**src/odx_pkg.sv**
```systemverilog
// Shared types and constants for the Ostrowski digit expansion block.
package odx_pkg;

  localparam int NUM_PLACES    = 50;
  localparam int MAX_QUOTIENTS = 32;
  localparam int NUM_W         = 63;
  localparam int DIGIT_W       = 8;
  localparam int PLACE_AW      = $clog2(NUM_PLACES);
  localparam int DIV_STEP_W    = $clog2(DIGIT_W);
  localparam int QUOT_W        = MAX_QUOTIENTS * DIGIT_W;
  localparam int KIDX_W        = $clog2(MAX_QUOTIENTS) + 1;
  localparam int CFG_IDX_W     = 3;
  localparam int CFG_DATA_W    = 64;
  localparam int QUEUE_DEPTH   = 4;
  localparam int QUEUE_AW      = $clog2(QUEUE_DEPTH);

  localparam logic [NUM_W-1:0] VAL_LIMIT = {NUM_W{1'b1}};

  localparam logic [QUOT_W-1:0] QUOT_RESET = {
    64'd72340172838076673, 64'd72340172838076673,
    64'd72340172838076673, 64'd72340172838076672};
  localparam logic [KIDX_W-1:0]   SEQ_LEN_RESET = KIDX_W'(2);
  localparam logic [KIDX_W-2:0]   REP_IDX_RESET = (KIDX_W-1)'(1);

  localparam logic [CFG_IDX_W-1:0] CFG_QWORD_0 = 3'd0;
  localparam logic [CFG_IDX_W-1:0] CFG_QWORD_1 = 3'd1;
  localparam logic [CFG_IDX_W-1:0] CFG_QWORD_2 = 3'd2;
  localparam logic [CFG_IDX_W-1:0] CFG_QWORD_3 = 3'd3;
  localparam logic [CFG_IDX_W-1:0] CFG_SEQ_LEN = 3'd4;
  localparam logic [CFG_IDX_W-1:0] CFG_REP_IDX = 3'd5;

  typedef enum logic [1:0] {
    ERR_OK        = 2'd0,
    ERR_RANGE     = 2'd1,
    ERR_OVERFLOW  = 2'd2,
    ERR_ZERO_QUOT = 2'd3
  } err_t;

  typedef enum logic [2:0] {
    T_IDLE,
    T_INIT,
    T_ONE,
    T_MUL,
    T_ADD
  } tbl_state_t;

  typedef enum logic [1:0] {
    B_IDLE,
    B_READ,
    B_DIV,
    B_PUT
  } back_state_t;

  typedef struct packed {
    logic             busy;
    err_t             err;
    logic [NUM_W-1:0] top;
  } tbl_status_t;

  typedef struct packed {
    logic                en;
    logic [PLACE_AW-1:0] addr;
    logic [NUM_W-1:0]    data;
  } place_wr_t;

  typedef struct packed {
    logic [NUM_W-1:0] number;
    logic             single;
    err_t             code;
  } job_t;

endpackage

```
**src/odx_back.sv**
```systemverilog
// Digit engine: place-value memory and greedy compare-subtract digit search.
module odx_back (
  input  logic                 clk,
  input  logic                 rst,
  input  odx_pkg::place_wr_t   place_wr,
  input  logic                 q_valid,
  input  odx_pkg::job_t        q_head,
  output logic                 pop,
  output logic                 m_tvalid,
  input  logic                 m_tready,
  output logic [7:0]           m_tdata,
  output logic                 m_tlast,
  output logic [1:0]           m_tuser
);

  localparam int XW = odx_pkg::NUM_W + odx_pkg::DIGIT_W - 1;

  logic [odx_pkg::NUM_W-1:0]      places [odx_pkg::NUM_PLACES];
  logic [odx_pkg::NUM_W-1:0]      rdata, rem;
  logic [odx_pkg::PLACE_AW-1:0]   idx;
  logic [odx_pkg::DIGIT_W-1:0]    c;
  logic [odx_pkg::DIV_STEP_W-1:0] b;
  logic                           leading, single;
  odx_pkg::err_t                  code;
  odx_pkg::back_state_t           state, state_next;
  logic [XW-1:0]                  shifted;
  logic                           fits, out_free, skip, load;

  always_ff @(posedge clk) begin
    if (place_wr.en) places[place_wr.addr] <= place_wr.data;
    rdata <= places[idx];
  end

  assign shifted  = {{(XW-odx_pkg::NUM_W){1'b0}}, rdata} << b;
  assign fits     = shifted <= {{(XW-odx_pkg::NUM_W){1'b0}}, rem};
  assign out_free = !m_tvalid || m_tready;
  assign skip     = !single && leading && (c == '0);

  always_ff @(posedge clk) begin
    if (rst) state <= odx_pkg::B_IDLE;
    else state <= state_next;
  end

  always_comb begin
    state_next = state;
    pop        = 1'b0;
    load       = 1'b0;
    case (state)
      odx_pkg::B_IDLE:
        if (q_valid) begin
          pop        = 1'b1;
          state_next = q_head.single ? odx_pkg::B_PUT : odx_pkg::B_READ;
        end
      odx_pkg::B_READ: state_next = odx_pkg::B_DIV;
      odx_pkg::B_DIV:
        if (b == '0) state_next = odx_pkg::B_PUT;
      odx_pkg::B_PUT:
        if (skip) begin
          state_next = odx_pkg::B_READ;
        end else if (out_free) begin
          load       = 1'b1;
          state_next = (single || idx == '0) ? odx_pkg::B_IDLE : odx_pkg::B_READ;
        end
      default: state_next = odx_pkg::B_IDLE;
    endcase
  end

  always_ff @(posedge clk) begin
    case (state)
      odx_pkg::B_IDLE:
        if (q_valid) begin
          rem     <= q_head.number;
          single  <= q_head.single;
          code    <= q_head.code;
          leading <= 1'b1;
          c       <= '0;
          idx     <= odx_pkg::PLACE_AW'(odx_pkg::NUM_PLACES - 2);
        end
      odx_pkg::B_READ: begin
        c <= '0;
        b <= odx_pkg::DIV_STEP_W'(odx_pkg::DIGIT_W - 1);
      end
      odx_pkg::B_DIV: begin
        // restoring division, one quotient bit per cycle
        if (fits) begin
          rem  <= rem - shifted[odx_pkg::NUM_W-1:0];
          c[b] <= 1'b1;
        end
        b <= b - odx_pkg::DIV_STEP_W'(1);
      end
      odx_pkg::B_PUT:
        if (skip || (load && !single && idx != '0)) begin
          idx <= idx - odx_pkg::PLACE_AW'(1);
          if (load) leading <= 1'b0;
        end
      default: ;
    endcase
  end

  always_ff @(posedge clk) begin
    if (rst) m_tvalid <= 1'b0;
    else if (load) m_tvalid <= 1'b1;
    else if (m_tready) m_tvalid <= 1'b0;
  end

  always_ff @(posedge clk) begin
    if (load) begin
      m_tdata <= c;
      m_tlast <= single || (idx == '0);
      m_tuser <= code;
    end
  end

  a_err_is_last: assert property (@(posedge clk) disable iff (rst)
    m_tvalid && (m_tuser != odx_pkg::ERR_OK) |-> m_tlast)
    else $error("error result not marked last");

  a_digit_found: assert property (@(posedge clk) disable iff (rst)
    (state == odx_pkg::B_PUT) && skip |-> idx != '0)
    else $error("nonzero number produced no digit");

  a_pop_valid: assert property (@(posedge clk) disable iff (rst)
    pop |-> q_valid)
    else $error("pop from empty queue");

endmodule

```
**config.mk**
```make
export PLATFORM = sky130hd
export DESIGN_NAME = odx_back
export DESIGN_NICKNAME = d
export VERILOG_FILES = /design/src/odx_pkg.sv /design/src/odx_back.sv
export SDC_FILE = /design/constraint.sdc
export NUM_CORES = 2
export LEC_CHECK = 0
export BUFFER_PORTS_ARGS = -buffer_cell sky130_fd_sc_hd__buf_2
export CORE_MARGIN = 2
export CORE_UTILIZATION = 50
export CTS_CLUSTER_DIAMETER = 80
export CTS_CLUSTER_SIZE = 8
export DETAILED_ROUTE_END_ITERATION = 12
export PLACE_DENSITY = 0.71
export SYNTH_ARGS = -nofsm -noshare
export SYNTH_HDL_FRONTEND = slang
export SYNTH_SLANG_ARGS = --single-unit
```
**constraint.sdc**
```tcl
create_clock -name clk -period 15.1 [get_ports clk]
set_input_delay 3.02 -clock clk [delete_from_list [all_inputs] [get_ports clk]]
set_output_delay 3.02 -clock clk [all_outputs]
set_load 0.01 [all_outputs]
```
[Yosys cells after proc, flatten, opt, wreduce, memory -nomap -nowiden]
Memory sizes are Yosys's and may differ from the RTL's. A register that Yosys moved wholly into a read port is not among the register bits.
Index checks and enable logic that the tools add are counted.
Operators by class
  $add $sub $neg: 3
  $lt $le $gt $ge: 3
  eq/ne operators: 9
  shifts and indexed selects: 1
  multiplexer cells: 32
  bitwise logic cells: 1
  reductions and logical operators: 26
Operators by type and width (count)
  2-to-1 mux 63 bit: 2
  one-hot mux 63 bit (2 select lines): 1
  <= comparator 70 x 63 -> 1 bit: 1
  << shifter 63 x 3 -> 70 bit: 1
  subtractor 63 bit: 1
  one-hot mux 8 bit (3 select lines): 1
  2-to-1 mux 8 bit: 2
  2-to-1 mux 1 bit: 14
  2-to-1 mux 6 bit: 2
  one-hot mux 6 bit (2 select lines): 1
  AND reduction 3 bit: 4
  2-to-1 mux 2 bit: 5
  != test 2 bit (second input constant): 5
  logical NOT 8 bit: 1
  OR 8 bit: 1
  one-hot mux 2 bit (4 select lines): 1
  nonzero test 2 bit: 4
  logical NOT 6 bit: 1
  one-hot mux 3 bit (2 select lines): 1
  nonzero test 6 bit: 1
  subtractor 6 x 1 -> 6 bit (second input constant): 1
  logical AND 1 bit: 5
  equality test 2 bit (second input constant): 2
  < comparator 3 x 4 -> 1 bit (second input constant): 1
  other kinds (13): 16
Word-level totals
  bits in registers: 98
  RAM bits: 3150
  bits of input ports: 140
  output and inout port bits: 13
  logic and storage cells: 88
  memories: 1
Memories
  places: words 50, width 63, read ports 1, clocked after Yosys merged registers in 1, write ports 1, line odx_back.sv:18  | logic [odx_pkg::NUM_W-1:0] places [odx_pkg::NUM_PLACES];

[Logic depth before layout (Yosys ltp)]
  word-level depth: 10
  gate-level depth with buffers: 19

[Worst setup path before layout]
OpenSTA, ideal clock, no wires.
  path type: input to register
  start: in place_wr[66] (netlist name)
  end: mem places[32][0] (netlist name), enable pin
  arrival time: 7766 ps
  data required time: 14539 ps
  path slack: 6773 ps
  stages: 4
  path through: clkbuf_1 nor2_1 nand4b_1 nor3_1
RTL lines
  from (decl): line odx_back.sv:5  | input odx_pkg::place_wr_t place_wr,
  to (decl): line odx_back.sv:18
No word-level cell before the write port.

[Final worst setup path]
  start: in q_valid
  end: out pop
Between the ends
  cells in the longest elaborated chain, start to end: 2
Ends and longest elaborated chain
  from (decl): line odx_back.sv:6  | input logic q_valid,
  2-to-1 mux 1 bit: line odx_back.sv:50  | if (q_valid) begin
  2-to-1 mux 1 bit: line odx_back.sv:48  | case (state)
  to (decl): line odx_back.sv:8  | output logic pop,
No other way between the ends.

==> out/metrics.cfg <==
[pwr]
ir_drop_mv=0.1581
cellLeakagePower_uw=0.04893
powerDensity_nw_per_um2=184.1
total_power_uw=27800

[floorplan]
die_w_um=520.5
die-area_um2=270900
coreArea_um2=265300
io_pins=153
die_h_um=520.5
rows=189
start_util_pct=50.27

[flow_run]
max-cap-violations=0

[logic_synthesis]
syn_inst=6595
synthXorXnorAreaFrac_pct=0.3021
synth-seq-cells=3311
synth-adder-area-share_pct=1.263
netlist_top_cells_count=edfxtp_1, mux4_2, mux2i_1
synth_most_common_cell=edfxtp_1
synth_area_leaders=edfxtp_1, mux4_2, mux2i_1
netlist.area_leader.share_pct=73.06
yosysTopAreaCell=edfxtp_1
synth_top_family_by_area=multiplexers
synth_area_um2=133400
synth.yosys.seq_area_share_pct=74.05
syn_nets=6869
yosysWarnings=0
synth_compound_area_share_pct=3.359
synth_edf_count=3245
synthArstFlopShare_pct=0
synth-simple-area-share_pct=2.335
syn_area_per_cell_um2=20.22
synth-main-ff-cell=edfxtp_1
synthMuxAreaShare_pct=17.03
ys_types=79

[global_route]
antenna_found_initial=39
grt_pass1_vias=69540
grt_overflow_total=0
grt_pass1_wl_mm=497.0
grt_use_total_pct=25.53
grt_max_degree=125

[routing]
viasPerCell=6.468
drtPass1Iterations=5
drc=0
wl_mm=348.6
first_iter_violations=8664
ant_nets=0
vias=68920
wire_per_inst_um=32.71

[critical_path]
worst_setup_path_start_kind=input pin
crit_required_ns=12.08
slowest_delay_ns=0.21
path_class=input pin to output pin
cp.arrival_ns=3.48
crit_slowest_cell=and2_1
cp-end-kind=output pin
crit_top_cell=buf_2
crit_chain=buf_2 > and2_1 > buf_2
critPathMaxFanout=4

[placement]
hpwl_mm=188.2
io_buffers=152
gp_congestion=0.9045

[timing]
hold_viol=0
slew_violations=0
rsz0062_at_grt=no
relSlewSlack_pct=2.448
setup_viol=0
period_minus_slack_ns=6.503
tns_ns=0
fmax_mhz=153.8
clock_skew_ns=0.06680
max_slew.worst_pin.slew_ns=1.448
min_period_over_period_pct=43.06

[clocking]
cts_resized=0
cts_made_buffers=459
htree_num_levels=5
clk_path_buf_depth=4
clockRootBuffer=clkbuf_16
clk_latency_ns=0.93
tritoncts=done
hold_buffers=0
cts_sinks=3311
path_clk_slew_ns=0.04
postCtsSetupBuffers=0

[outcome]
status=complete, no violations

[final_layout]
layout.nets=7266
area_growth_pct=13.22
drive_gt1_share_pct=25.02

[hold_path]
hold_path.class=flip-flop to flip-flop

final cells by class:
class                      instances  area, um^2
tap                             3533        4420
multi-input combinational       2753       32810
fill                           18970      114300
antenna                           24       60.06
clock buffer                     545       11930
inverter                         162       618.1
sequential                      3311       98760
clock inverter                    23       370.4
timing repair buffer             305        2034
through the flow:
stage               setup slack [ns]  area (um^2)  cells  util, %  hold slack (ns)
floorplan                      6.773       133400   6595        -           0.4003
global placement               8.612       138700  10060    52.26           0.4337
detailed placement             8.585       138700  10060    52.26           0.4140
CTS                            8.586       150900  10630    56.89           0.4264
global route                   8.501       151000  10640    56.90           0.4320
finish                         8.597       151000  10660    56.91           0.4244
sequential cells by signal, indices dropped and copies added (netlist names), 3 cells and up:
register and flops:
b 3, c 8, idx 6, m_tdata 8
places 3150, rdata 63, rem 63
per-layer routing:
layer  global-route usage [%]  part of all wire, %  vias to the layer above
met3                    7.105                   11                      567
li1                         -                    -                    27890
met4                    7.978                  2.9                       32
met1                    34.99                   38                    36440
met2                    40.07                   48                     3986
met5                        0                0.061                        -
cell families after synthesis:
family,Yosys count
xor+xnor,46
compound gates,685
buf+inv,531
fa+ha+maj,134
flops,3311
simple gates,682
mux,1206
layout by cell type (no fill, tap or decap), drive strengths merged, types with 26 or more instances in the layout:
cell,n
a211oi,37
a21o,41
a21oi,180
a22oi,26
and2,60
buf,305
clkbuf,545
dfxtp,66
edfxtp,3245
ha,133
inv,167
mux2,55
mux2i,306
mux4,845
nand2,248
nand3,50
nand4,30
nor2,188
o211ai,30
o21ai,138
o221ai,55
o22ai,54
xnor2,32
power by group:
part           internal, uW  switching, uW
combinational          3570           4600
clock                  5450           3580
sequential            10400            178
total                 19400           8350
worst max-delay path: cells and delay by family:
| kind | cells | cell delay [ns] |
|---|---|---|
| buf+inv | 2 | 0.26 |
| simple gates | 1 | 0.21 |
final timing paths:
| kind | start | end | slack, ns | depth (start not counted) |
|---|---|---|---|---|
| hold reg to reg | code[1] | m_tuser[1] | 0.42 | 0 |
| setup reg to reg | b[0] | rem[37] | 8.86 | 17 |
| setup / recovery | q_valid | pop | 8.60 | 3 |
| hold / removal | code[1] | m_tuser[1] | 0.42 | 0 |
Note: power is estimated with default switching activity, not from simulation.
