===== src/odx_pkg.sv =====
// Shared types and constants for the Ostrowski digit expansion block.
package odx_pkg;

  localparam int NUM_PLACES    = 50;
  localparam int MAX_QUOTIENTS = 32;
  localparam int NUM_W         = 63;
  localparam int DIGIT_W       = 8;
  localparam int PLACE_AW      = $clog2(NUM_PLACES);
  localparam int DIV_STEP_W    = $clog2(DIGIT_W);
  localparam int QUOT_W        = MAX_QUOTIENTS * DIGIT_W;
  localparam int KIDX_W        = $clog2(MAX_QUOTIENTS) + 1;
  localparam int CFG_IDX_W     = 3;
  localparam int CFG_DATA_W    = 64;
  localparam int QUEUE_DEPTH   = 4;
  localparam int QUEUE_AW      = $clog2(QUEUE_DEPTH);

  localparam logic [NUM_W-1:0] VAL_LIMIT = {NUM_W{1'b1}};

  localparam logic [QUOT_W-1:0] QUOT_RESET = {
    64'd72340172838076673, 64'd72340172838076673,
    64'd72340172838076673, 64'd72340172838076672};
  localparam logic [KIDX_W-1:0]   SEQ_LEN_RESET = KIDX_W'(2);
  localparam logic [KIDX_W-2:0]   REP_IDX_RESET = (KIDX_W-1)'(1);

  localparam logic [CFG_IDX_W-1:0] CFG_QWORD_0 = 3'd0;
  localparam logic [CFG_IDX_W-1:0] CFG_QWORD_1 = 3'd1;
  localparam logic [CFG_IDX_W-1:0] CFG_QWORD_2 = 3'd2;
  localparam logic [CFG_IDX_W-1:0] CFG_QWORD_3 = 3'd3;
  localparam logic [CFG_IDX_W-1:0] CFG_SEQ_LEN = 3'd4;
  localparam logic [CFG_IDX_W-1:0] CFG_REP_IDX = 3'd5;

  typedef enum logic [1:0] {
    ERR_OK        = 2'd0,
    ERR_RANGE     = 2'd1,
    ERR_OVERFLOW  = 2'd2,
    ERR_ZERO_QUOT = 2'd3
  } err_t;

  typedef enum logic [2:0] {
    T_IDLE,
    T_INIT,
    T_ONE,
    T_MUL,
    T_ADD
  } tbl_state_t;

  typedef enum logic [1:0] {
    B_IDLE,
    B_READ,
    B_DIV,
    B_PUT
  } back_state_t;

  typedef struct packed {
    logic             busy;
    err_t             err;
    logic [NUM_W-1:0] top;
  } tbl_status_t;

  typedef struct packed {
    logic                en;
    logic [PLACE_AW-1:0] addr;
    logic [NUM_W-1:0]    data;
  } place_wr_t;

  typedef struct packed {
    logic [NUM_W-1:0] number;
    logic             single;
    err_t             code;
  } job_t;

endpackage


===== src/odx_front.sv =====
// Front end: accepts numbers and classifies them into jobs for the queue.
module odx_front (
  input  logic                          s_tvalid,
  output logic                          s_tready,
  input  logic [63:0]                   s_tdata,
  input  odx_pkg::tbl_status_t          status,
  input  logic                          q_full,
  output logic                          push,
  output odx_pkg::job_t                 job
);

  logic [odx_pkg::NUM_W-1:0] n;

  assign n        = s_tdata[odx_pkg::NUM_W-1:0];
  assign s_tready = !status.busy && !q_full;
  assign push     = s_tvalid && s_tready;

  always_comb begin
    job.number = n;
    job.single = 1'b1;
    job.code   = odx_pkg::ERR_OK;
    if (status.err != odx_pkg::ERR_OK) job.code = status.err;
    else if (n >= status.top) job.code = odx_pkg::ERR_RANGE;
    else if (n != '0) job.single = 1'b0;
  end

endmodule


===== config.mk =====
export PLATFORM = sky130hd
export DESIGN_NAME = odx_front
export DESIGN_NICKNAME = d
export VERILOG_FILES = /design/src/odx_pkg.sv /design/src/odx_front.sv
export SDC_FILE = /design/constraint.sdc
export NUM_CORES = 1
export LEC_CHECK = 0
export ABC_AREA = 0
export BUFFER_PORTS_ARGS = -buffer_cell sky130_fd_sc_hd__buf_4
export CAP_MARGIN = 10
export CORE_MARGIN = 2
export CORE_UTILIZATION = 40
export DETAILED_ROUTE_END_ITERATION = 10
export PLACE_DENSITY = 0.85
export SYNTH_ARGS = -nofsm -noshare
export SYNTH_HDL_FRONTEND = slang
export SYNTH_SLANG_ARGS = --single-unit

===== constraint.sdc =====
create_clock -name vclk -period 1.6
set_input_delay 0 -clock vclk [all_inputs]
set_output_delay 0 -clock vclk [all_outputs]
set_load 0.1 [all_outputs]

Word level (Yosys, flattened, before mapping)
Cells that the tools add are included.

Word-level logic and storage cells: 12. Input bits: 132. Bits in registers: 0. Output and inout port bits: 68.

Reduce and logical (&&, ||, !) cells: 6. Magnitude comparators: 1. Muxes and demuxes: 5.

Operators with widths (number): greater-or-equal comparator 63 bit (1); nonzero test 63 bit (1); two-way mux 1 bit (4); logical AND 1 bit (2); zero test 1 bit (2); two-way mux 2 bit (1); nonzero test 2 bit (1).

Logic depth before layout (Yosys ltp)
Gate-level depths: netlist of run 1.

Word-level depth: 4. Mapped depth: 8.

Worst setup path before layout of run 1
OpenSTA, ideal clock, no wires.

Path kind: input -> output. From: in status[62] in the netlist's numbering. To: out job[0] in the netlist's numbering. Arrival: 2.812 ns. Slack: -1.212 ns. Cell stages on the path: 8. Required time: 1.600 ns. Cell sequence: inv_1 -> ha_1 -> nand4_2 -> nor4_4 -> nand2_2 -> nor4_4 -> a32oi_1 -> a21oi_1.

RTL lines: start: declaration (RTL line odx_front.sv:6) `input odx_pkg::tbl_status_t status,`; end: declaration (RTL line odx_front.sv:9) `output odx_pkg::job_t job`.

==> out/qor.csv, run 1 <==
metric,value,unit
drv_cap,0,
die_h,78.7,um
layout_setup_ws,-0.239,ns
place.gp.congestion,0.865,
finalSetupViolCount,2,
die_area,6190,um^2
final_core_util,82.7,%
antenna_found_initial,0,
wire_per_inst,16.9,um
switching_share,61.5,%
fin_nets,728,
min_period_over_period,115,%
fin_area,4500,um^2
synthToLayoutAreaGrowth,102,%
leakagePower,0.00243,uW
yosysTopAreaCellShare,35.3,%
synthTopCellsByCount,"buf_4, ha_1, inv_1",
dp_cells,596,
grt_pass1_wl,14500,um
rows,27,
powerDensity,421,nW/um^2
rsz0062_at_grt,true,
io_buffers,199,
period_needed,1.84,ns
io_pins,200,
drcViolationCount,0,
whs,0.345,ns
path_class,primary input to output port,
synth.largest_area_cell,ha_1,
p_comb_share,100.0,%
grtUsageTotal,29.3,%
synthAdderAreaFrac,35.3,%
wirelength,10200,um
seq_power_share,0,%
worst_slew_pin_slew,0.412,ns
finalHoldViolations,0,
synthTopCellsByArea,"ha_1, buf_4, inv_1",
gr-total-overflow,0,
synthXorXnorAreaFrac,0,%
synth_cell_type_count,26,
core-area,5440,um^2
final_layout_size_suffix_gt1_share,64.2,%
synth_top_family_by_area,adder cells,
cp-start-kind,primary input,
critPathMaxFanout,2,
vias,3101,
grt_max_degree,4,
syn-cell-area,2230,um^2
final_cells,603,
arrival,1.84,ns
place_area,3990,um^2
first_iter_violations,78,
yosysWarningCount,0,
n_fill_cell,353,
dp_hpwl,8030,um
start_util,41.0,%
yosys.area_share.simple,18.8,%
syn_area_per_cell,7.02,um^2
required,1.60,ns
place_ws,-0.335,ns
hp-class,primary input to output port,
clkbuf_count,0,
muxShareOfSynthArea,0,%
cellInternalPower,729,uW
power.switching,1160,uW
violations,setup timing,
end_kind,output port,
drt-vias-per-instance,5.14,
fmax,0.544,GHz
status,"complete, but fails checks",
synthesis.nets,513,
grt_pass1_vias,3272,
ys_seq_area_share,0,%
p_clk_share,0,%
ant_nets,0,
ir_drop,0.384,mV
first_pass_iters,4,
diodes,0,
seq_cells,0,
synth-compound-area-share,13.9,%
regArea,0,um^2
slew_headroom,72.2,%
synth_cells,318,
die_w,78.7,um
maxSlewViolCount,0,
==> placed cells by master, fill, tap and decap left out, types with 11 or more instances in the layout <==
cell type  count
buf_6         25
a21oi_1       23
nand2_1       15
ha_4          23
buf_4        248
nand4_1       11
inv_1         44
nor4_1        16
nor2_1        12
ha_1          40
==> stage by stage <==
step	total power [uW]	TNS, ns
floorplan	1120	-0.394
global placement	1650	-0.587
detailed placement	1690	-0.660
CTS	1790	-0.319
global route	2000	-0.625
finish	1890	-0.471
==> cell families after synthesis <==
logic type | Yosys count
buf+inv | 127
compound gates | 53
simple gates | 75
fa+ha+maj | 63
==> power groups by stage <==
| stage | sequential [uW] | clock [uW] | combinational, uW |
|---|---|---|---|
| 2_1_floorplan | 0 | 0 | 1120 |
| 3_3_place_gp | 0 | 0 | 1650 |
| 3_5_place_dp | 0 | 0 | 1690 |
| 4_1_cts | 0 | 0 | 1790 |
| 5_1_grt | 0 | 0 | 2000 |
| 6_report | 0 | 0 | 1890 |
==> critical path: stages <==
cell and delay (ns):
buf_4 0.12, ha_4 0.26, nand4_1 0.10, or3_4 0.41, nor4_4 0.30, buf_4 0.18
a21oi_4 0.07, a21oi_4 0.20, buf_12 0.20
==> area by class of cell <==
| cell class | instances | area, um^2 | area share, % |
|---|---|---|---|
| multi-input combinational | 191 | 1930 | 42.9 |
| inverter | 63 | 264 | 5.87 |
| timing repair buffer | 277 | 2210 | 49.2 |
| tap | 72 | 90.1 | 2.00 |
==> path summary, 6_finish.rpt <==
check / startpoint / endpoint / slack, ns / cells past startpoint
worst min-delay path: q_full / s_tready / 0.34 / 3
worst max-delay path: s_tdata[46] / job[0] / -0.24 / 9
==> per-layer routing <==
| layer | vias up | wire length [um] | GRT usage, % |
|---|---|---|---|
| met3 | 38 | 813 | 6.55 |
| met5 | - | 0 | 0 |
| li1 | 1465 | - | - |
| met4 | 0 | 376 | 9.82 |
| met2 | 173 | 5730 | 61.2 |
| met1 | 1425 | 3280 | 27.0 |
==> what timing repair did <==
item	in CTS	in global routing
endpoints found under the hold margin	0	0
buffers inserted	6	2
gates resized for setup	47	42
hold buffers	0	0
endpoints found under the setup margin	2	2
pin swaps	24	23
Power figures use the tool's default switching activity.
==> inputs of run 2 (changes only) <==
--- a/config.mk
+++ b/config.mk
@@ -8,7 +8,7 @@
 export ABC_AREA = 0
 export BUFFER_PORTS_ARGS = -buffer_cell sky130_fd_sc_hd__buf_4
 export CAP_MARGIN = 10
-export CORE_MARGIN = 2
+export CORE_MARGIN = 10
 export CORE_UTILIZATION = 40
 export DETAILED_ROUTE_END_ITERATION = 10
 export PLACE_DENSITY = 0.85
==> constraint.sdc (replaced) <==
create_clock -name vclk -period 1.9
set_input_delay 0 -clock vclk [all_inputs]
set_output_delay 0 -clock vclk [all_outputs]
set_load 0.1 [all_outputs]
==> out/qor.csv, run 2 (synthesis gave the netlist of run 1 again) <==
metric,value,unit,change
hold_end,s_tready,,
wirelength,9750,um,-4.4%
fin_area,3720,um^2,-17%
min_period_over_period,96.2,%,
grt_pass1_vias,3072,,-6.1%
powerDensity,372,nW/um^2,-12%
fmax,0.547,GHz,
grtUsageTotal,19.5,%,-9.7 points
io_pins,200,,unchanged
min_path_cells,3,,unchanged
layout_common_cells,"buf_4, inv_1, ha_1",,
period_needed,1.83,ns,
n_fill_cell,470,,+33%
drcViolationCount,0,,unchanged
worst_slew_pin_slew,0.424,ns,+0.0116 ns
seq_cells,0,,unchanged
layout_commonest_cell,buf_4,,
first_iter_violations,63,,-19%
gr-total-overflow,0,,unchanged
required,1.90,ns,+0.30 ns
place.gp.congestion,0.912,,+5.5%
critPathMaxFanout,2,,unchanged
first_pass_iters,4,,unchanged
worstHoldStart,status[65],,
die_area,8960,um^2,+45%
place_area,3540,um^2,-11%
vias,2771,,-11%
final_core_util,68.0,%,-15 points
final_layout_size_suffix_gt1_share,52.1,%,-12 points
end_kind,output port,,
maxSlewViolCount,0,,unchanged
leakagePower,0.00214,uW,-12%
drt-vias-per-instance,5.04,,-2.0%
wire_per_inst,17.7,um,+4.8%
finalSetupViolCount,0,,-2
grt_max_degree,4,,unchanged
hp-class,primary input to output port,,
slew_headroom,71.5,%,-0.78 points
antenna_found_initial,0,,unchanged
grt_pass1_wl,14500,um,+0.24%
path_class,primary input to output port,,
synthToLayoutAreaGrowth,66.9,%,
start_util,40.8,%,-0.25 points
postCtsHoldBufs,0,,unchanged
multiInputGateArea,1680,um^2,-13%
cp-start-kind,primary input,,
drv_cap,0,,unchanged
die_h,94.7,um,+20%
die_w,94.7,um,+20%
rsz0062_at_grt,true,,
ant_nets,0,,unchanged
clkbuf_count,0,,unchanged
rows,27,,unchanged
status,"finished, final reports clean",,
fin_nets,675,,-7.3%
core-area,5470,um^2,+0.62%
regArea,0,um^2,unchanged
ir_drop,0.265,mV,-31%
finalHoldViolations,0,,unchanged
diodes,0,,unchanged
dp_hpwl,8930,um,+11%
fin_total_pwr,1380,uW,-27%
arrival,1.83,ns,about the same
io_buffers,199,,unchanged
==> run 2: cell count changes in the layout (fill, tap and decap cells not counted), moves of 6 or more <==
cell | previous run | this run
inv_4 | 9 | 1
ha_4 | 23 | 7
ha_1 | 40 | 56
buf_6 | 25 | 3
inv_2 | 9 | 3
buf_4 | 248 | 219
inv_1 | 44 | 59
==> run 2: worst max-delay path, stage by stage <==
cell and delay, ns:
buf_4 0.08, inv_2 0.04, ha_4 0.27, nand4_4 0.13, nor4_4 0.31, nand2_2 0.11
nor4_4 0.29, a32oi_2 0.19, a21oi_4 0.21, buf_12 0.19
==> run 2: how the worst max path moves through the flow <==
stage	to	cells past startpoint	slack (ns)	from
5_1_grt	job[0]	10	-0.04	status[60]
2_1_floorplan	job[0]	8	-0.07	status[62]
4_1_cts	job[0]	9	-0.03	s_tdata[58]
6_report	job[0]	10	0.07	status[60]
3_3_place_gp	job[0]	9	-0.08	s_tdata[62]
3_5_place_dp	job[0]	9	-0.18	s_tdata[62]
==> run 2: metrics by stage <==
stage                     cells  hold slack (ns)  setup slack, ns  setup TNS [ns]
final                       550            0.340           0.0713               0
after global routing        550            0.345          -0.0355         -0.0428
after CTS                   549            0.341          -0.0267         -0.0267
after detailed placement    549            0.339           -0.182          -0.281
after global placement      549            0.331          -0.0767          -0.107
after floorplan             318            0.174          -0.0742         -0.0784
==> run 2: power by group <==
| part | total, uW | internal [uW] | switching (uW) |
|---|---|---|---|
| Sequential | 0 | 0 | 0 |
| Combinational | 1380 | 480 | 905 |
| Clock | 0 | 0 | 0 |
| Total | 1380 | 480 | 905 |
==> run 2: area by class of cell <==
cell class | instances | area share, %
multi-input combinational | 191 | 45.0
timing repair buffer | 224 | 46.1
tap | 72 | 2.42
inverter | 63 | 6.42
==> run 2: per-layer routing <==
layer	vias to the layer above	share of wire (%)	GRT usage [%]
li1	1364	-	-
met1	1267	36	19.1
met2	130	53	39.1
met3	10	10	6.66
met4	0	1.5	2.49
met5	-	0	0
==> run 2: what timing repair did <==
item | CTS | global route
setup endpoints to repair | 2 | 2
resized for setup | 5 | 25
pin swaps | 3 | 14
setup buffers | 0 | 1
cloned | 0 | 0
==> inputs of run 3 (changes only) <==
--- a/config.mk
+++ b/config.mk
@@ -11,7 +11,9 @@
 export CORE_MARGIN = 10
 export CORE_UTILIZATION = 40
 export DETAILED_ROUTE_END_ITERATION = 10
+export MAX_ROUTING_LAYER = met4
 export PLACE_DENSITY = 0.85
+export SLEW_MARGIN = 0
 export SYNTH_ARGS = -nofsm -noshare
 export SYNTH_HDL_FRONTEND = slang
 export SYNTH_SLANG_ARGS = --single-unit
==> out/qor.csv, run 3 (synthesis gave the netlist of run 1 again) <==
metric,value,unit,change
die_h,94.7,um,unchanged
fin_area,3690,um^2,-0.94%
layout_commonest_cell,buf_4,,
period_needed,1.86,ns,+0.0274 ns
io_pins,200,,unchanged
multiInputGateArea,1630,um^2,-3.1%
dp_cells,549,,unchanged
final_core_util,67.4,%,-0.64 points
drcViolationCount,0,,unchanged
cpLargestDelayFamily,simple AND/OR/NAND/NOR gates,,
fmax,0.539,GHz,-1.5%
first_iter_violations,64,,+1.6%
die_w,94.7,um,unchanged
rows,27,,unchanged
place.gp.congestion,0.899,,-1.5%
arrival,1.86,ns,+0.03 ns
hp-class,primary input to output port,,
cpMostUsedCell,nor4_4,,
dp_hpwl,8770,um,-1.8%
finalHoldViolations,0,,unchanged
fin_tns_setup,0,ns,unchanged
start_util,40.8,%,unchanged
place_area,3540,um^2,unchanged
critPathBufInv,3,,unchanged
diodes,0,,unchanged
required,1.90,ns,about the same
grt_pass1_vias,2934,,-4.5%
first_pass_iters,6,,+2
synthToLayoutAreaGrowth,65.3,%,
core-area,5470,um^2,unchanged
fin_nets,679,,+0.59%
critPathMaxFanout,2,,unchanged
cp_slowest_cell,nor4_4,,
status,"finished, final reports clean",,
finalSetupViolCount,0,,unchanged
ant_nets,0,,unchanged
powerDensity,370,nW/um^2,-0.56%
wirelength,9580,um,-1.7%
gr-total-overflow,0,,unchanged
io_buffers,199,,unchanged
slew_headroom,67.4,%,-4.1 points
maxSlewViolCount,0,,unchanged
regArea,0,um^2,unchanged
layout_common_cells,"buf_4, inv_1, ha_1",,
path_class,primary input to output port,,
grtUsageTotal,19.2,%,-0.36 points
drt-vias-per-instance,4.95,,-1.8%
cp-start-kind,primary input,,
min_period_over_period,97.7,%,+1.4 points
final_layout_size_suffix_gt1_share,51.0,%,-1.1 points
final_cells,554,,+0.73%
vias,2740,,-1.1%
clkbuf_count,0,,unchanged
seq_cells,0,,unchanged
grt_max_degree,4,,unchanged
n_fill_cell,502,,+6.8%
wire_per_inst,17.3,um,-2.4%
end_kind,output port,,
die_area,8960,um^2,unchanged
crit_chain,"buf_4, inv_1, ha_4, nand3_2, nor4_4, nand2_2, nor4_4, a32oi_2, a21oi_4, buf_12",,
drv_cap,0,,unchanged
worst_slew_pin_slew,0.485,ns,+0.0604 ns
ir_drop,0.281,mV,+5.9%
grt_pass1_wl,13800,um,-5.4%
leakagePower,0.00217,uW,+1.0%
antenna_found_initial,0,,unchanged
cpPeakStageDelay,0.32,ns,about the same
fin_total_pwr,1360,uW,-1.5%
[run 3: cell count changes in the layout (fill, tap and decap cells not counted), moves of 2 or more]
| cell | before | now |
|---|---|---|
| buf_4 | 219 | 226 |
| inv_1 | 59 | 63 |
| buf_6 | 3 | 0 |
| ha_1 | 56 | 59 |
| ha_4 | 7 | 4 |
| inv_2 | 3 | 0 |
| nand3_2 | 1 | 3 |
[run 3: repair_timing]
item,CTS,global route
buffers inserted,0,5
pin swaps,2,11
setup endpoints to repair,2,2
hold buffers,0,0
gates resized for setup,5,12
[run 3: routing by layer]
layer  track usage, %  wire length [um]  vias up
met5                -                 0        -
met1             20.3              3790     1247
li1                 -                 -     1365
met4             1.12                66        0
met2             37.3              4980      124
met3             3.57               756        4
[run 3: cell type report]
type	count	area share, %
well taps	72	2.44
repair buffers	228	47.1
multi-input cells	191	44.1
inverters	63	6.41
[run 3: through the flow]
| step | setup WS, ns | hold WS, ns |
|---|---|---|
| after floorplan | -0.0742 | 0.174 |
| after global placement | -0.0798 | 0.331 |
| after detailed placement | -0.124 | 0.334 |
| after CTS | -0.0204 | 0.335 |
| after global routing | -0.0153 | 0.345 |
| final | 0.0439 | 0.333 |
[run 3: where the power goes]
group          internal, uW  switching [uW]
Combinational           468             895
Clock                     0               0
Sequential                0               0
[run 3: worst paths after layout]
path | from | end | cells past startpoint
min | q_full | s_tready | 3
max | status[53] | job[0] | 10
