===== config.mk =====
export PLATFORM = sky130hd
export DESIGN_NAME = odx_table
export DESIGN_NICKNAME = d
export VERILOG_FILES = /design/src/odx_pkg.sv /design/src/odx_table.sv
export SDC_FILE = /design/constraint.sdc
export NUM_CORES = 2
export LEC_CHECK = 0
export BUFFER_PORTS_ARGS = -buffer_cell sky130_fd_sc_hd__clkbuf_2
export CORE_AREA = 2 2 237 286
export DETAILED_ROUTE_END_ITERATION = 8
export DIE_AREA = 0 0 239 288
export PLACE_DENSITY_LB_ADDON = 0.3
export SLEW_MARGIN = 10
export SYNTH_ARGS = -nofsm -noshare
export SYNTH_HDL_FRONTEND = slang
export SYNTH_SLANG_ARGS = --single-unit

===== constraint.sdc =====
create_clock -name clk -period 11.5 [get_ports clk]
set_input_delay 0 -clock clk [delete_from_list [all_inputs] [get_ports clk]]
set_output_delay 0 -clock clk [all_outputs]
set_load 0.05 [all_outputs]

===== src/odx_pkg.sv =====
// Shared types and constants for the Ostrowski digit expansion block.
package odx_pkg;

  localparam int NUM_PLACES    = 50;
  localparam int MAX_QUOTIENTS = 32;
  localparam int NUM_W         = 63;
  localparam int DIGIT_W       = 8;
  localparam int PLACE_AW      = $clog2(NUM_PLACES);
  localparam int DIV_STEP_W    = $clog2(DIGIT_W);
  localparam int QUOT_W        = MAX_QUOTIENTS * DIGIT_W;
  localparam int KIDX_W        = $clog2(MAX_QUOTIENTS) + 1;
  localparam int CFG_IDX_W     = 3;
  localparam int CFG_DATA_W    = 64;
  localparam int QUEUE_DEPTH   = 4;
  localparam int QUEUE_AW      = $clog2(QUEUE_DEPTH);

  localparam logic [NUM_W-1:0] VAL_LIMIT = {NUM_W{1'b1}};

  localparam logic [QUOT_W-1:0] QUOT_RESET = {
    64'd72340172838076673, 64'd72340172838076673,
    64'd72340172838076673, 64'd72340172838076672};
  localparam logic [KIDX_W-1:0]   SEQ_LEN_RESET = KIDX_W'(2);
  localparam logic [KIDX_W-2:0]   REP_IDX_RESET = (KIDX_W-1)'(1);

  localparam logic [CFG_IDX_W-1:0] CFG_QWORD_0 = 3'd0;
  localparam logic [CFG_IDX_W-1:0] CFG_QWORD_1 = 3'd1;
  localparam logic [CFG_IDX_W-1:0] CFG_QWORD_2 = 3'd2;
  localparam logic [CFG_IDX_W-1:0] CFG_QWORD_3 = 3'd3;
  localparam logic [CFG_IDX_W-1:0] CFG_SEQ_LEN = 3'd4;
  localparam logic [CFG_IDX_W-1:0] CFG_REP_IDX = 3'd5;

  typedef enum logic [1:0] {
    ERR_OK        = 2'd0,
    ERR_RANGE     = 2'd1,
    ERR_OVERFLOW  = 2'd2,
    ERR_ZERO_QUOT = 2'd3
  } err_t;

  typedef enum logic [2:0] {
    T_IDLE,
    T_INIT,
    T_ONE,
    T_MUL,
    T_ADD
  } tbl_state_t;

  typedef enum logic [1:0] {
    B_IDLE,
    B_READ,
    B_DIV,
    B_PUT
  } back_state_t;

  typedef struct packed {
    logic             busy;
    err_t             err;
    logic [NUM_W-1:0] top;
  } tbl_status_t;

  typedef struct packed {
    logic                en;
    logic [PLACE_AW-1:0] addr;
    logic [NUM_W-1:0]    data;
  } place_wr_t;

  typedef struct packed {
    logic [NUM_W-1:0] number;
    logic             single;
    err_t             code;
  } job_t;

endpackage


===== src/odx_table.sv =====
// Configuration registers and the sequential builder of the place-value table.
module odx_table (
  input  logic                             clk,
  input  logic                             rst,
  input  logic                             cfg_valid,
  output logic                             cfg_ready,
  input  logic [odx_pkg::CFG_IDX_W-1:0]    cfg_index,
  input  logic [odx_pkg::CFG_DATA_W-1:0]   cfg_data,
  output odx_pkg::tbl_status_t             status,
  output odx_pkg::place_wr_t               place_wr
);

  localparam int KW = odx_pkg::KIDX_W;

  logic [odx_pkg::QUOT_W-1:0]   quots;
  logic [KW-1:0]                seq_len;
  logic [KW-2:0]                rep_idx;
  odx_pkg::tbl_state_t          state, state_next;
  odx_pkg::err_t                err;
  logic [odx_pkg::NUM_W-1:0]    prev, prev2, top;
  logic [odx_pkg::NUM_W+odx_pkg::DIGIT_W-1:0] prod;
  logic [odx_pkg::NUM_W:0]      sum;
  logic [odx_pkg::PLACE_AW-1:0] idx;
  logic [KW-1:0]                k, kk, len;
  logic [KW-2:0]                rep;
  logic [odx_pkg::DIGIT_W-1:0]  a_k, a_one;
  logic                         cfg_wr;

  assign cfg_ready = 1'b1;
  assign cfg_wr    = cfg_valid && (cfg_index <= odx_pkg::CFG_REP_IDX);

  always_comb begin
    if (seq_len < KW'(2)) len = KW'(2);
    else if (seq_len > KW'(odx_pkg::MAX_QUOTIENTS)) len = KW'(odx_pkg::MAX_QUOTIENTS);
    else len = seq_len;
    if ({1'b0, rep_idx} >= len) rep = (KW-1)'(len - KW'(1));
    else rep = rep_idx;
    kk    = (k >= len) ? {1'b0, rep} : k;
    a_k   = quots[kk[KW-2:0]*odx_pkg::DIGIT_W +: odx_pkg::DIGIT_W];
    a_one = quots[odx_pkg::DIGIT_W +: odx_pkg::DIGIT_W];
    sum   = {1'b0, prod[odx_pkg::NUM_W-1:0]} + {1'b0, prev2};
  end

  always_ff @(posedge clk) begin
    if (rst) begin
      quots   <= odx_pkg::QUOT_RESET;
      seq_len <= odx_pkg::SEQ_LEN_RESET;
      rep_idx <= odx_pkg::REP_IDX_RESET;
    end else if (cfg_valid) begin
      case (cfg_index)
        odx_pkg::CFG_QWORD_0: quots[0*64 +: 64] <= cfg_data;
        odx_pkg::CFG_QWORD_1: quots[1*64 +: 64] <= cfg_data;
        odx_pkg::CFG_QWORD_2: quots[2*64 +: 64] <= cfg_data;
        odx_pkg::CFG_QWORD_3: quots[3*64 +: 64] <= cfg_data;
        odx_pkg::CFG_SEQ_LEN: seq_len <= cfg_data[KW-1:0];
        odx_pkg::CFG_REP_IDX: rep_idx <= cfg_data[KW-2:0];
        default: ;
      endcase
    end
  end

  always_ff @(posedge clk) begin
    if (rst) state <= odx_pkg::T_INIT;
    else state <= state_next;
  end

  always_comb begin
    state_next    = state;
    place_wr      = '0;
    case (state)
      odx_pkg::T_IDLE: ;
      odx_pkg::T_INIT: begin
        place_wr.en   = 1'b1;
        place_wr.addr = '0;
        place_wr.data = odx_pkg::NUM_W'(1);
        state_next    = odx_pkg::T_ONE;
      end
      odx_pkg::T_ONE: begin
        place_wr.en   = (a_one != '0);
        place_wr.addr = odx_pkg::PLACE_AW'(1);
        place_wr.data = odx_pkg::NUM_W'(a_one);
        state_next    = (a_one == '0) ? odx_pkg::T_IDLE : odx_pkg::T_MUL;
      end
      odx_pkg::T_MUL: begin
        state_next = (a_k == '0) ? odx_pkg::T_IDLE : odx_pkg::T_ADD;
      end
      odx_pkg::T_ADD: begin
        place_wr.addr = idx;
        place_wr.data = sum[odx_pkg::NUM_W-1:0];
        if (prod > {{odx_pkg::DIGIT_W{1'b0}}, odx_pkg::VAL_LIMIT} || sum[odx_pkg::NUM_W]) begin
          state_next = odx_pkg::T_IDLE;
        end else begin
          place_wr.en = 1'b1;
          state_next  = (idx == odx_pkg::PLACE_AW'(odx_pkg::NUM_PLACES - 1)) ?
                        odx_pkg::T_IDLE : odx_pkg::T_MUL;
        end
      end
      default: state_next = odx_pkg::T_IDLE;
    endcase
    // restart the build after any register write
    if (cfg_wr) begin
      state_next = odx_pkg::T_INIT;
      place_wr   = '0;
    end
  end

  always_ff @(posedge clk) begin
    if (rst) begin
      err <= odx_pkg::ERR_OK;
    end else if (!cfg_wr) begin
      case (state)
        odx_pkg::T_INIT: err <= odx_pkg::ERR_OK;
        odx_pkg::T_ONE:  if (a_one == '0) err <= odx_pkg::ERR_ZERO_QUOT;
        odx_pkg::T_MUL:  if (a_k == '0) err <= odx_pkg::ERR_ZERO_QUOT;
        odx_pkg::T_ADD:
          if (prod > {{odx_pkg::DIGIT_W{1'b0}}, odx_pkg::VAL_LIMIT} || sum[odx_pkg::NUM_W])
            err <= odx_pkg::ERR_OVERFLOW;
        default: ;
      endcase
    end
  end

  always_ff @(posedge clk) begin
    case (state)
      odx_pkg::T_INIT: prev2 <= odx_pkg::NUM_W'(1);
      odx_pkg::T_ONE: begin
        prev <= odx_pkg::NUM_W'(a_one);
        idx  <= odx_pkg::PLACE_AW'(2);
        k    <= KW'(2);
      end
      odx_pkg::T_MUL: begin
        prod <= a_k * prev;
        k    <= kk + KW'(1);
      end
      odx_pkg::T_ADD: begin
        prev2 <= prev;
        prev  <= sum[odx_pkg::NUM_W-1:0];
        idx   <= idx + odx_pkg::PLACE_AW'(1);
        if (idx == odx_pkg::PLACE_AW'(odx_pkg::NUM_PLACES - 1)) top <= sum[odx_pkg::NUM_W-1:0];
      end
      default: ;
    endcase
  end

  assign status.busy = (state != odx_pkg::T_IDLE);
  assign status.err  = err;
  assign status.top  = top;

endmodule


* Yosys cells after proc, flatten, opt, wreduce, memory -nomap -nowiden
Cells that the tools add are included.
** Word-level totals
- Bits in registers :: 544
- Bits in latches :: 0
- Memory bits (writable) :: 0
- ROM bits :: 0
- Bits of input ports :: 70
- Output and inout bits :: 137
- Memories :: 0
** Cells by class
- Add/subtract/negate cells :: 4
- Multiply operators :: 1
- Div/mod/pow operators :: 0
- Order comparisons :: 6
- Eq/ne operators :: 13
- Shift-type cells :: 1
- Muxes and demuxes :: 20
- Bitwise logic cells :: 1
- Reduce and logical (&&, ||, !) cells :: 21
** Operators by type and width (count)
- 256-bit by 9-bit indexed part select with 8-bit output :: 1
- 63-bit one-hot mux with 2 select lines :: 2
- 70-bit one-hot mux with 3 select lines :: 1
- 71-bit by 63-bit greater-than comparator with 1-bit output, second input constant :: 1
- 8-bit by 63-bit multiplier with 71-bit output :: 1
- 70-bit 2-to-1 mux :: 1
- 63-bit by 63-bit adder with 64-bit output :: 1
- 6-bit one-hot mux with 2 select lines :: 2
- 6-bit 2-to-1 mux :: 3
- 8-bit zero test :: 2
- 3-bit one-hot mux with 5 select lines :: 1
- 2-bit AND reduction :: 7
- 6-bit by 1-bit adder with 6-bit output, second input constant :: 2
- 3-bit by 2-bit == test with 1-bit output, second input constant :: 4
- 2-bit 2-to-1 mux :: 6
- 3-bit == test, second input constant :: 3
- 2-bit one-hot mux with 4 select lines :: 1
- 8-bit nonzero test :: 1
- 3-bit by 1-bit == test with 1-bit output, second input constant :: 2
- 6-bit == test, second input constant :: 1
- 5-bit by 6-bit greater-or-equal comparator with 1-bit output :: 1
- 6-bit greater-or-equal comparator :: 1
- 6-bit greater-than comparator, second input constant :: 1
- 3-bit zero test :: 2
- 15 further kinds :: 19

* Longest topological paths before layout
- Depth in word-level cells :: 10
- Mapped depth :: 44

* Least setup slack after synthesis
OpenSTA, ideal clock, no wires.
- Kind :: reg-to-reg
- Start :: register seq_len[2]
- End :: register prod[50] (netlist bit), data pin
- Arrival time :: 9.020 ns
- Data required time :: 11.235 ns
- Path slack :: 2.215 ns
- Cell stages (with the launch flop) :: 37
- Period minus slack after synthesis :: 9.285 ns
- Cell sequence :: dfxtp_1 > nor3_1 > nand2b_1 > nand3_1 > inv_1 > ha_1 > nand2b_4 > a2111oi_4 > o21a_1 > buf_6 > a211oi_2 > nor2_1 > mux4_2 > mux2_2 > a2111oi_4 > clkbuf_1 > clkbuf_1 > nor2b_1 > fa_1 > fa_1 > fa_1 > inv_1 > fa_1 > inv_1 > ha_1 > a21oi_1 > o21ai_0 > a211oi_1 > o21ai_0 > a21oi_1 > a31o_2 > a2111oi_0 > or3_1 > a221o_1 > a21oi_1 > o21ai_0 > xor2_1
** Between the ends
- Word-level cells in the longest chain between the ends :: 8
** RTL lines
- from (decl) :: RTL line odx_table.sv:16 : logic [KW-1:0] seq_len;
- from (signal assigned) :: RTL line odx_table.sv:47 : seq_len <= odx_pkg::SEQ_LEN_RESET;
- from (signal assigned) :: RTL line odx_table.sv:55 : odx_pkg::CFG_SEQ_LEN: seq_len <= cfg_data[KW-1:0];
- 6-bit greater-than comparator :: RTL line odx_table.sv:34 : else if (seq_len > KW'(odx_pkg::MAX_QUOTIENTS)) len = KW'(odx_pkg::MAX_QUOTIENTS);
- 6-bit 2-to-1 mux :: RTL line odx_table.sv:34
- 6-bit 2-to-1 mux (*) :: RTL line odx_table.sv:33 : if (seq_len < KW'(2)) len = KW'(2);
- 5-bit by 1-bit subtractor with 5-bit output or 5-bit by 6-bit greater-or-equal comparator with 1-bit output (tied branches) :: RTL line odx_table.sv:36 : if ({1'b0, rep_idx} >= len) rep = (KW-1)'(len - KW'(1));
- 5-bit 2-to-1 mux :: RTL line odx_table.sv:36
- 6-bit 2-to-1 mux (*) :: RTL line odx_table.sv:38 : kk = (k >= len) ? {1'b0, rep} : k;
- 256-bit by 9-bit indexed part select with 8-bit output (*) :: RTL line odx_table.sv:39 : a_k = quots[kk[KW-2:0]*odx_pkg::DIGIT_W +: odx_pkg::DIGIT_W];
- 8-bit by 63-bit multiplier with 71-bit output (*) :: RTL line odx_table.sv:132 : prod <= a_k * prev;
- to (signal assigned) :: RTL line odx_table.sv:132
- to (decl) :: RTL line odx_table.sv:21 : logic [odx_pkg::NUM_W+odx_pkg::DIGIT_W-1:0] prod;
Mark *: on every way between the ends. The rest lies on a longest branch, timed or not.
A chain may end at the register's enable or synchronous reset.

* Worst setup path after layout
- Start :: register seq_len[3]
- End :: register prod[65] (netlist bit), data pin
The elaborated chain is that of the path after synthesis.

==> impl_metrics.toml <==
[worst_setup_path]
r2r.worst_path.cells = 36
critPathMostFrequentCell = "fa_1"
crit_arrival_ns = 11.29
path_max_fanout = 61
r2r_end = "prod[65]"
cp_slowest_cell = "a31oi_4"
cpPeakStageDelay_ns = 0.55
cp-endpoint = "prod[65]"
r2r_slack_ns = 0.58
r2r_start = "seq_len[3]"
start_kind = "register"
critPathRequiredTime_ns = 11.87
endpoint_kind = "register"
critPathKind = "register to register"
crit_start = "seq_len[3]"

[floorplan]
start_util_pct = 62.3
die-area_sq_um = 68800
dieHeight_microns = 288
num_rows = 104
die_x_microns = 239
fp.coreArea_sq_um = 66400
ios = 207

[clock_tree]
cts-htree-levels = 2
cts_buffers = 56
cts_tree = "built"
cts.sinks = 544
cts.path.max_buffers = 3
insertion_delay_ns = 0.69
path_clk_slew_ns = 0.07
root_buffer = "clkbuf_16"

[routing]
postRouteAntennaNets = 0
wl_microns = 123000
dr.pass1.iters = 8
drc_errors = 0
vias = 34117
vias_per_cell = 6.14
first_iter_violations = 3247
wl_per_cell_microns = 22.1

[yosys]
synth_warnings = 0
syn-num-nets = 5104
synthDistinctLibCells = 99
syn_area_per_cell_sq_um = 9.18
async_flop_share_pct = 0
synth-main-ff-cell = "edfxtp_1"
synth_edf_count = 272
syn-cell-area_sq_um = 41300
synth-seq-cells = 544
seq_area_frac_synth_pct = 33.0
syn_inst = 4498

[finish]
multi_input_area_sq_um = 25300
layout-drive-gt1-share_pct = 9.75
final_cell_mix = "nand2_1, inv_1, a21oi_1"
nets = 5266
area_growth_pct = 10.7
ff_latch_area_sq_um = 13600
layout_commonest_cell = "nand2_1"
num-fill-cells = 5144

[min_path]
worstHoldPathType = "input pin to register"

[global_routing]
grt_max_degree = 102
grt_pass1_wl_microns = 189000
grt_pass1_vias = 34181
gr-total-overflow = 0
antenna_found_initial = 4
grt.total_usage_pct = 35.4

[power_and_ir_drop]
ir_drop_mv = 0.183
leakage_nw = 20.0
power_density_nw_per_um2 = 262

[timing]
period_minus_slack_ns = 10.92
tightestPinTransition_ns = 1.20
rsz0062_at_grt = "no"
max_freq_mhz = 91.6
setup_viol = 0
finalCritPeriodShare_pct = 94.9
tns_ns = 0
finalHoldViolCount = 0
hold_slack_ns = 0.0530
finalMaxSlewViolations = 0
skew_ns = 0.0811
slew_headroom_pct = 19.1

[run]
cap_violations = 0

[placed_design]
dp_hpwl_microns = 85700
io_buffers = 205
gp_routability_congestion = 0.946

[status]
status = "complete, no violations"
-- routing by layer --
layer | share of wire, % | GRT usage (%) | wire length (microns)
met2 | 48 | 60.3 | 59500
met3 | 8.6 | 6.04 | 10600
met5 | 0.022 | 0 | 27
met1 | 37 | 43.0 | 45200
met4 | 6.1 | 19.1 | 7440
-- timing repair --
item,CTS,global route
setup buffers,0,5
endpoints found under the setup margin,0,4
hold buffers,71,0
endpoints found under the hold margin,270,0
resized for setup,0,5
-- per-stage QoR --
| stage | worst slack (ns) | instance area, sq um | power [mW] | utilization (%) | instances |
|---|---|---|---|---|---|
| global placement | 0.723 | 43000 | 9.79 | 64.8 | 5372 |
| detailed placement | 0.509 | 43000 | 9.94 | 64.8 | 5372 |
| floorplan | 2.22 | 41300 | 8.03 | - | 4498 |
| finish | 0.584 | 45800 | 12.0 | 68.9 | 5558 |
| CTS | 0.386 | 45700 | 11.9 | 68.8 | 5548 |
| global route | 0.0549 | 45700 | 12.9 | 68.9 | 5556 |
-- critical path: cells and delay by family (launching register included) --
family	cells	cell delay (ns)
compound gates	13	3.66
xor+xnor	1	0.16
fa+ha+maj	6	2.63
buf+inv	5	0.94
flops	1	0.35
mux	1	0.37
simple gates	10	2.41
-- registers in the layout (all words and copies together) (netlist names) --
register and cells:
top 63, err 2, state 3, seq_len 6, quots 256, k 6
idx 6, rep_idx 5, prev2 63, prod 71, prev 63
-- final cells by class --
class	instances	area share, %
clock buffer	82	3.61
inverter	424	3.50
sequential	544	29.8
timing repair buffer	334	4.82
clock inverter	23	0.621
multi-input combinational	3300	55.4
tap	848	2.32
antenna	3	0.0164
-- cell usage after synthesis, types with 36 or more instances --
cell / instances / share of area [%]
clkbuf_1: 200 / 1.8
a21o_1: 94 / 1.7
ha_1: 169 / 5.1
and2_1: 295 / 4.5
mux2i_1: 36 / 0.87
edfxtp_1: 272 / 20
and3_1: 96 / 1.5
nor2b_1: 132 / 2.0
nand2_1: 786 / 7.1
inv_1: 418 / 3.8
nand3_1: 64 / 0.78
fa_1: 367 / 18
xor2_1: 49 / 1.0
o21ai_0: 88 / 1.1
a21oi_1: 375 / 4.5
nor2_1: 237 / 2.2
xnor2_1: 76 / 1.6
dfxtp_1: 272 / 13
-- cell families after synthesis --
logic type,count (synthesis),synth area share (%)
buffers and inverters,656,6.17
and+or+nand+nor,1751,20.2
adders and majority gates,536,22.9
AOI/OAI and AO/OA,813,12.5
DFF,544,33.0
xor gates and xnor gates,125,2.65
muxes,72,2.55
other,1,0.00908
-- where the power goes --
group | internal, mW | switching [mW] | leakage (nW)
Sequential | 2.54 | 0.0812 | 4.78
Clock | 1.07 | 0.841 | 0.953
Combinational | 2.83 | 4.60 | 14.3
Total | 6.45 | 5.52 | 20.0
-- how the worst min path moves through the flow --
stage                            start         end  slack, ns  cells after the start
after global routing      cfg_index[0]  seq_len[1]       0.09                      5
after detailed placement  cfg_data[36]   quots[36]       0.27                      3
after global placement    cfg_data[36]  quots[228]       0.27                      3
after CTS                 cfg_index[0]  seq_len[1]       0.02                      5
final                     cfg_index[0]  seq_len[1]       0.05                      5
after floorplan           cfg_data[40]  quots[104]       0.12                      2
Note: power is estimated with default switching activity, not from simulation.
